### src/rtl/wfg_pkg.sv
// Shared types and constants for the wait-for graph deadlock detector.
`default_nettype none

package wfg_pkg;

  localparam int DefaultSlots = 32;
  localparam int SlotW        = 5;
  localparam int MaskW        = 32;
  localparam int InDataW      = 40;
  localparam int OutDataW     = 8;

  localparam logic ActAdd    = 1'b0;
  localparam logic ActCommit = 1'b1;

  typedef enum logic [1:0] {
    ST_OK              = 2'd0,
    ST_DEADLOCK        = 2'd1,
    ST_ALREADY_WAITING = 2'd2,
    ST_COMMIT_WAITING  = 2'd3
  } status_t;

  typedef struct packed {
    logic    valid;
    status_t status;
  } wfg_res_t;

endpackage

`default_nettype wire

### src/rtl/wait_for_graph_deadlock_detector.sv
// Top level of the wait-for graph deadlock detector with its result register.
//
//  Channel | Ports               | Content
//  --------+---------------------+-----------------------------------------------
//  input   | in_tvalid/in_tready | tuser: action; tdata: trx_slot, wait_mask
//  result  | out_tvalid/tready   | tdata: status
//
// Up to the result register, an add writes its row and then runs the cycle walk, reading at most
// SLOTS - 1 rows; a deadlock adds a sweep over all rows. A commit runs the sweep, and an item
// with an error status goes straight to the result. The next item is taken in the cycle after
// the result leaves the sequencer.
// Reset is synchronous and clears all slots at once through the present bits.
// A stalled result waits in the output register while the next item is taken.
`default_nettype none

module wait_for_graph_deadlock_detector #(
  parameter int SLOTS = wfg_pkg::DefaultSlots
) (
  input  wire logic                          clk,
  input  wire logic                          rst_n,
  input  wire logic                          in_tvalid,
  output logic                               in_tready,
  input  wire logic [wfg_pkg::InDataW-1:0]   in_tdata,   // trx_slot[4:0], wait_mask[36:5]
  input  wire logic                          in_tuser,   // action[0]
  output logic                               out_tvalid,
  input  wire logic                          out_tready,
  output logic      [wfg_pkg::OutDataW-1:0]  out_tdata   // status[1:0]
);

  import wfg_pkg::*;

  localparam int SW = $clog2(SLOTS);

  wfg_res_t         res;
  logic             res_ready;
  logic             rd_en;
  logic [SW-1:0]    rd_addr;
  logic [SLOTS-1:0] rd_data;
  logic             wr_en;
  logic [SW-1:0]    wr_addr;
  logic [SLOTS-1:0] wr_data;
  logic             out_valid_r;
  status_t          out_status_r;

  wfg_ctrl #(
    .SLOTS (SLOTS),
    .SW    (SW)
  ) u_ctrl (
    .clk       (clk),
    .rst_n     (rst_n),
    .in_valid  (in_tvalid),
    .in_ready  (in_tready),
    .in_action (in_tuser),
    .in_slot   (in_tdata[SlotW-1:0]),
    .in_mask   (in_tdata[SlotW+MaskW-1:SlotW]),
    .res       (res),
    .res_ready (res_ready),
    .rd_en     (rd_en),
    .rd_addr   (rd_addr),
    .rd_data   (rd_data),
    .wr_en     (wr_en),
    .wr_addr   (wr_addr),
    .wr_data   (wr_data)
  );

  wfg_row_mem #(
    .SLOTS (SLOTS),
    .SW    (SW)
  ) u_row_mem (
    .clk     (clk),
    .rd_en   (rd_en),
    .rd_addr (rd_addr),
    .rd_data (rd_data),
    .wr_en   (wr_en),
    .wr_addr (wr_addr),
    .wr_data (wr_data)
  );

  assign res_ready = !out_valid_r || out_tready;

  always_ff @(posedge clk) begin
    if (!rst_n) begin
      out_valid_r <= 1'b0;
    end else if (res_ready) begin
      out_valid_r <= res.valid;
    end
  end

  always_ff @(posedge clk) begin
    if (res.valid && res_ready) begin
      out_status_r <= res.status;
    end
  end

  assign out_tvalid = out_valid_r;
  assign out_tdata  = {{(OutDataW - 2){1'b0}}, out_status_r};

endmodule

`default_nettype wire

### src/rtl/wfg_row_mem.sv
// Adjacency row memory: one write port and one registered read port.
`default_nettype none

module wfg_row_mem #(
  parameter int SLOTS = wfg_pkg::DefaultSlots,
  parameter int SW    = $clog2(SLOTS)
) (
  input  wire logic             clk,
  input  wire logic             rd_en,
  input  wire logic [SW-1:0]    rd_addr,
  output logic      [SLOTS-1:0] rd_data,
  input  wire logic             wr_en,
  input  wire logic [SW-1:0]    wr_addr,
  input  wire logic [SLOTS-1:0] wr_data
);

  logic [SLOTS-1:0] mem [SLOTS];

  always_ff @(posedge clk) begin
    if (wr_en) begin
      mem[wr_addr] <= wr_data;
    end
  end

  always_ff @(posedge clk) begin
    if (rd_en) begin
      rd_data <= mem[rd_addr];
    end
  end

endmodule

`default_nettype wire

### src/rtl/wfg_ctrl.sv
// Sequencer for slot entry, cycle walk over the rows and column clearing sweep.
`default_nettype none

module wfg_ctrl #(
  parameter int SLOTS = wfg_pkg::DefaultSlots,
  parameter int SW    = $clog2(SLOTS)
) (
  input  wire logic                       clk,
  input  wire logic                       rst_n,
  input  wire logic                       in_valid,
  output logic                            in_ready,
  input  wire logic                       in_action,
  input  wire logic [wfg_pkg::SlotW-1:0]  in_slot,
  input  wire logic [wfg_pkg::MaskW-1:0]  in_mask,
  output wfg_pkg::wfg_res_t               res,
  input  wire logic                       res_ready,
  output logic                            rd_en,
  output logic      [SW-1:0]              rd_addr,
  input  wire logic [SLOTS-1:0]           rd_data,
  output logic                            wr_en,
  output logic      [SW-1:0]              wr_addr,
  output logic      [SLOTS-1:0]           wr_data
);

  import wfg_pkg::*;

  localparam int PW = $clog2(SLOTS + 1);

  typedef enum logic [2:0] {
    S_IDLE,
    S_WALK_RD,
    S_WALK_DATA,
    S_SWEEP,
    S_DONE
  } state_t;

  state_t           state_r, state_nxt;
  logic [SW-1:0]    slot_r, slot_nxt;
  logic [SLOTS-1:0] present_r, present_nxt;
  logic [SLOTS-1:0] reach_r, reach_nxt;
  logic [SLOTS-1:0] visited_r, visited_nxt;
  status_t          status_r, status_nxt;
  logic [PW-1:0]    ptr_r, ptr_nxt;
  logic             rd_pend_r, rd_pend_nxt;
  logic [SW-1:0]    rd_addr_r, rd_addr_nxt;

  logic [SW-1:0]    s_in;
  logic [SLOTS-1:0] sbit_in;
  logic [SLOTS-1:0] sbit;
  logic [SLOTS-1:0] row_in;
  logic [SLOTS-1:0] pending;
  logic [SW-1:0]    pick;
  logic [SLOTS-1:0] swept_row;
  logic             in_range;

  assign s_in      = SW'(in_slot);
  assign sbit_in   = SLOTS'(1) << s_in;
  assign sbit      = SLOTS'(1) << slot_r;
  assign row_in    = SLOTS'(in_mask);
  assign in_range  = int'(in_slot) < SLOTS;
  assign pending   = reach_r & ~visited_r;
  assign swept_row = rd_data & ~sbit;

  always_comb begin
    pick = '0;
    for (int i = SLOTS - 1; i >= 0; i--) begin
      if (pending[i]) begin
        pick = SW'(i);
      end
    end
  end

  always_comb begin
    state_nxt   = state_r;
    slot_nxt    = slot_r;
    present_nxt = present_r;
    reach_nxt   = reach_r;
    visited_nxt = visited_r;
    status_nxt  = status_r;
    ptr_nxt     = ptr_r;
    rd_pend_nxt = 1'b0;
    rd_addr_nxt = rd_addr_r;
    in_ready    = 1'b0;
    res.valid   = 1'b0;
    res.status  = status_r;
    rd_en       = 1'b0;
    rd_addr     = '0;
    wr_en       = 1'b0;
    wr_addr     = '0;
    wr_data     = '0;

    unique case (state_r)
      S_IDLE: begin
        in_ready = 1'b1;
        if (in_valid) begin
          slot_nxt   = s_in;
          status_nxt = ST_OK;
          ptr_nxt    = '0;
          state_nxt  = S_DONE;
          if (in_range) begin
            if (in_action == ActAdd) begin
              if ((present_r & sbit_in) != '0) begin
                status_nxt = ST_ALREADY_WAITING;
              end else begin
                wr_en       = 1'b1;
                wr_addr     = s_in;
                wr_data     = row_in;
                present_nxt = present_r | sbit_in;
                reach_nxt   = row_in & present_r & ~sbit_in;
                visited_nxt = '0;
                state_nxt   = S_WALK_RD;
              end
            end else begin
              if ((present_r & sbit_in) != '0) begin
                status_nxt = ST_COMMIT_WAITING;
              end else begin
                state_nxt = S_SWEEP;
              end
            end
          end
        end
      end
      S_WALK_RD: begin
        if ((reach_r & sbit) != '0) begin
          present_nxt = present_r & ~sbit;
          status_nxt  = ST_DEADLOCK;
          ptr_nxt     = '0;
          state_nxt   = S_SWEEP;
        end else if (pending == '0) begin
          state_nxt = S_DONE;
        end else begin
          rd_en                = 1'b1;
          rd_addr              = pick;
          visited_nxt[pick]    = 1'b1;
          state_nxt            = S_WALK_DATA;
        end
      end
      S_WALK_DATA: begin
        reach_nxt = reach_r | (rd_data & present_r);
        state_nxt = S_WALK_RD;
      end
      S_SWEEP: begin
        if (rd_pend_r) begin
          wr_en   = 1'b1;
          wr_addr = rd_addr_r;
          wr_data = swept_row;
          if (swept_row == '0) begin
            present_nxt[rd_addr_r] = 1'b0;
          end
        end
        if (ptr_r < PW'(SLOTS)) begin
          rd_en       = 1'b1;
          rd_addr     = ptr_r[SW-1:0];
          rd_addr_nxt = ptr_r[SW-1:0];
          rd_pend_nxt = 1'b1;
          ptr_nxt     = ptr_r + PW'(1);
        end else if (rd_pend_r) begin
          state_nxt = S_DONE;
        end
      end
      S_DONE: begin
        res.valid = 1'b1;
        if (res_ready) begin
          state_nxt = S_IDLE;
        end
      end
      default: begin
        state_nxt = S_IDLE;
      end
    endcase
  end

  always_ff @(posedge clk) begin
    if (!rst_n) begin
      state_r   <= S_IDLE;
      present_r <= '0;
      reach_r   <= '0;
      visited_r <= '0;
      ptr_r     <= '0;
      rd_pend_r <= 1'b0;
    end else begin
      state_r   <= state_nxt;
      present_r <= present_nxt;
      reach_r   <= reach_nxt;
      visited_r <= visited_nxt;
      ptr_r     <= ptr_nxt;
      rd_pend_r <= rd_pend_nxt;
    end
  end

  always_ff @(posedge clk) begin
    slot_r    <= slot_nxt;
    status_r  <= status_nxt;
    rd_addr_r <= rd_addr_nxt;
  end

  a_reach_present: assert property (@(posedge clk) disable iff (!rst_n)
    state_r == S_WALK_RD |-> (reach_r & ~present_r) == '0)
    else $error("Cycle walk reached a slot that is not present.");

  a_visited_reached: assert property (@(posedge clk) disable iff (!rst_n)
    (visited_r & ~reach_r) == '0)
    else $error("A visited row lies outside the reach set.");

  a_deadlock_removed: assert property (@(posedge clk) disable iff (!rst_n)
    res.valid && res.status == ST_DEADLOCK |-> (present_r & sbit) == '0)
    else $error("Deadlocked slot still present at result time.");

  a_ptr_bound: assert property (@(posedge clk) disable iff (!rst_n)
    ptr_r <= PW'(SLOTS))
    else $error("Sweep pointer ran past the last row.");

endmodule

`default_nettype wire

### config.mk
export PLATFORM = sky130hd
export DESIGN_NAME = wait_for_graph_deadlock_detector
export DESIGN_NICKNAME = d
export VERILOG_FILES = /design/src/rtl/wfg_pkg.sv /design/src/rtl/wait_for_graph_deadlock_detector.sv /design/src/rtl/wfg_row_mem.sv /design/src/rtl/wfg_ctrl.sv
export SDC_FILE = /design/constraint.sdc
export NUM_CORES = 2
export LEC_CHECK = 0
export BUFFER_PORTS_ARGS = -buffer_cell sky130_fd_sc_hd__buf_2
export CORE_UTILIZATION = 68
export DETAILED_ROUTE_END_ITERATION = 7
export MAX_ROUTING_LAYER = met4
export PLACE_DENSITY_LB_ADDON = 0.12
export SYNTH_ARGS = -nofsm -noshare
export SYNTH_HDL_FRONTEND = slang
export SYNTH_SLANG_ARGS = --single-unit
export TNS_END_PERCENT = 50
### constraint.sdc
create_clock -name clk -period 10.8 [get_ports clk]
set_input_delay 0.54 -clock clk [delete_from_list [all_inputs] [get_ports clk]]
set_output_delay 0.54 -clock clk [all_outputs]
set_load 0.05 [all_outputs]
==> results.json <==
{
  "setup_viol": 0,
  "fin_crit_sh": 0.618,
  "internal_power_mw": 7.21,
  "io_pins": 55,
  "status": "complete, no violations",
  "fmax_mhz": 150,
  "cp_max_fo": 50,
  "final.setup.tns_ns": 0,
  "yosysTopAreaCellShare": 0.650,
  "vias_per_cell": 7.57,
  "coreArea_um2": 71700,
  "syn_to_final_growth_pct": 9.77,
  "cp.required_ns": 11.33,
  "min_delay_worst_endpoint": "u_ctrl.reach_r[29]$_SDFFE_PN0P_",
  "p_switching_mw": 2.15,
  "drt-total-wl_um": 157000,
  "start_util": 0.689,
  "final_common_cell": "edfxtp_1",
  "post_cts_buffers": 0,
  "drt_first_iter_violations": 6099,
  "vias": 35415,
  "synth_area_leader_cell": "edfxtp_1",
  "grt_pass1_vias": 33948,
  "clkTransAtPathRegs_ns": 0.07,
  "ys.warnings.count": 0,
  "peakVddDrop_mv": 0.171,
  "rsz0062_at_grt": "no",
  "route.detailed.drc": 0,
  "cts_buffers": 113,
  "syn_inst": 3661,
  "final_cell_mix": "edfxtp_1, nand2_1, nand3_1",
  "die-area_um2": 73800,
  "synth-edff-count": 1070,
  "powerDensity_nw_per_um2": 173,
  "r2r_start": "u_ctrl.slot_r[0]$_DFFE_PP_",
  "grt-ovfl-total": 0,
  "syn_area_per_cell_um2": 13.5,
  "die_h_um": 272,
  "grt_pass1_wl_um": 224000,
  "maxCapViolCount": 0,
  "cts_root_buf": "clkbuf_16",
  "place_hpwl_um": 86400,
  "power.total_mw": 9.37,
  "cts_tree": "built",
  "r2r_slack_ns": 4.12,
  "syn-cell-area_um2": 49400,
  "slew_headroom": 0.0229,
  "p_seq_frac": 0.543,
  "reg2reg_depth": 13,
  "hold_path.class": "in -> reg",
  "dieWidth_um": 272,
  "clk_path_buf_depth": 3,
  "postCtsHoldBufs": 0,
  "cts_sinks": 1177,
  "finalCriticalPeriod_ns": 6.68,
  "tightest_slew_ns": 1.47,
  "synth_seq_cells": 1177,
  "insertion_delay_ns": 0.71,
  "power.share.clock": 0.404,
  "critPathLaunch": "u_ctrl.slot_r[0]$_DFFE_PP_",
  "timing.rr.end": "u_row_mem.rd_data[17]$_DFFE_PP_",
  "ys_top_cells_by_area": "edfxtp_1, dfxtp_1, mux2i_1, nand2_1, nand3_1",
  "end_kind": "flop",
  "ant_nets": 0,
  "drt_first_pass_iters": 6,
  "antenna_found_initial": 2,
  "synth.distinct_cells": 78,
  "grt_use_total": 0.434,
  "p_comb_frac": 0.053,
  "start_kind": "flop",
  "ys.flop_type": "edfxtp_1",
  "async_flop_share": 0,
  "drive_above_1_share": 0.106,
  "hold_start": "in_tdata[34]",
  "fill_cells": 4180,
  "rows": 98,
  "hold_path_depth": 3,
  "avgRoutedWirePerCell_um": 33.5,
  "leakage_nw": 19.1,
  "drv_slew": 0,
  "htreeDepth": 3,
  "arrival_ns": 7.21,
  "skew_ns": 0.0652,
  "grt_max_degree": 207,
  "gp_congestion": 1.03,
  "io_buffers": 45,
  "swShare": 0.230,
  "cts_resized": 0,
  "critical_path_class": "reg -> reg",
  "hold_violations": 0,
  "final_net_count": 3679,
  "yosysSeqAreaShare": 0.693
}
[logic make-up after synthesis]
logic type,count (synthesis),synth area share
flip-flops,1177,0.693
AND/OR/NAND/NOR,1095,0.104
AO/OA/AOI/OAI,878,0.133
buffers and inverters,292,0.0260
multiplexers,214,0.0435
XOR/XNOR,3,0.000531
adder cells (fa/ha/maj),1,0.000253
other,1,0.0000758
[state kept, by name, summed over array words and instances, names as in the netlist]
name               flops
out_status_r           2
out_tvalid             1
u_ctrl.present_r      32
u_ctrl.ptr_r           6
u_ctrl.rd_addr_r       5
u_ctrl.rd_pend_r       1
u_ctrl.reach_r        32
u_ctrl.slot_r          5
u_ctrl.state_r         3
u_ctrl.status_r        2
u_ctrl.visited_r      32
u_row_mem.mem       1024
u_row_mem.rd_data     32
[worst max path at each step]
stage / cells past startpoint / end / slack (ns)
6_report: 13 / u_row_mem.rd_data[17]$_DFFE_PP_ / 4.12
5_1_grt: 13 / u_row_mem.rd_data[2]$_DFFE_PP_ / 4.08
4_1_cts: 13 / u_row_mem.rd_data[17]$_DFFE_PP_ / 4.52
3_5_place_dp: 13 / u_row_mem.rd_data[17]$_DFFE_PP_ / 4.57
3_3_place_gp: 13 / u_row_mem.rd_data[17]$_DFFE_PP_ / 4.62
2_1_floorplan: 11 / u_row_mem.mem[4][0]$_DFFE_PP_ / 6.05
[cell usage after synthesis (6+ instances only)]
master,count
edfxtp_1,1070
nand2_1,432
nand3_1,239
mux2i_1,208
clkbuf_1,196
nor2_1,154
o21ai_0,150
dfxtp_1,107
a21oi_1,103
a221oi_1,97
nand4_1,78
a32oi_1,75
o211ai_1,69
a211o_1,66
buf_2,45
o211a_1,42
and2_1,40
o22ai_1,39
o21a_1,38
a2111oi_0,35
nand2b_1,33
o41ai_1,33
nor2b_1,32
o221a_2,32
a22oi_1,28
buf_4,23
nor3_1,21
and3_1,14
a31oi_1,12
a22o_1,11
inv_1,11
buf_1,10
a32o_1,9
nand3b_1,9
nor4_1,7
or3_1,7
a21boi_0,6
buf_6,6
mux2_2,6
o21ai_1,6
[final cells by class]
cell class | count | area [um2] | share of cell area
Sequential cell | 1177 | 34300 | 0.631
Multi-Input combinational cell | 2197 | 14300 | 0.264
Clock buffer | 152 | 2990 | 0.0552
Tap cell | 950 | 1190 | 0.0219
Timing Repair Buffer | 132 | 928 | 0.0171
Clock inverter | 55 | 522 | 0.00961
Inverter | 12 | 45.0 | 0.000830
Antenna cell | 5 | 12.5 | 0.000231
[metal layers]
layer  global-route usage  vias to the layer above  share of wire
li1                     -                    14354              -
met1                0.568                    17120           0.35
met2                0.642                     3311           0.45
met3                0.100                      630           0.14
met4                0.220                        0          0.058
met5                    -                        -              0
[worst max-delay path, stage by stage (launching register included)]
cell	delay, ns
edfxtp_1	0.99
nand2b_1	0.42
nor4_1	0.09
a311o_1	0.28
nor4_1	0.69
and2_4	0.70
buf_4	0.64
o21a_1	0.24
buf_4	0.40
nor2_4	0.28
buf_4	0.51
a221oi_1	0.68
o41ai_1	0.22
o22ai_1	0.23
[power groups by stage]
| stage | Sequential, mW | Clock (mW) | Combinational, mW |
|---|---|---|---|
| finish | 5.09 | 3.78 | 0.494 |
| global route | 5.09 | 3.94 | 0.507 |
| CTS | 5.09 | 3.77 | 0.471 |
| detailed placement | 5.18 | 0 | 0.470 |
| global placement | 5.18 | 0 | 0.457 |
| floorplan | 5.16 | 0 | 0.275 |
[through the flow]
stage / cells / worst slack [ns] / utilization / instance area, um2 / hold slack, ns
3_3_place_gp: 4468 / 4.62 / 0.707 / 50700 / 0.425
6_report: 4680 / 4.12 / 0.757 / 54300 / 0.282
3_5_place_dp: 4468 / 4.57 / 0.707 / 50700 / 0.408
4_1_cts: 4675 / 4.52 / 0.756 / 54300 / 0.253
2_1_floorplan: 3666 / 6.05 / - / 49500 / 0.400
5_1_grt: 4677 / 4.08 / 0.757 / 54300 / 0.287
Note: power is estimated with default switching activity, not from simulation.
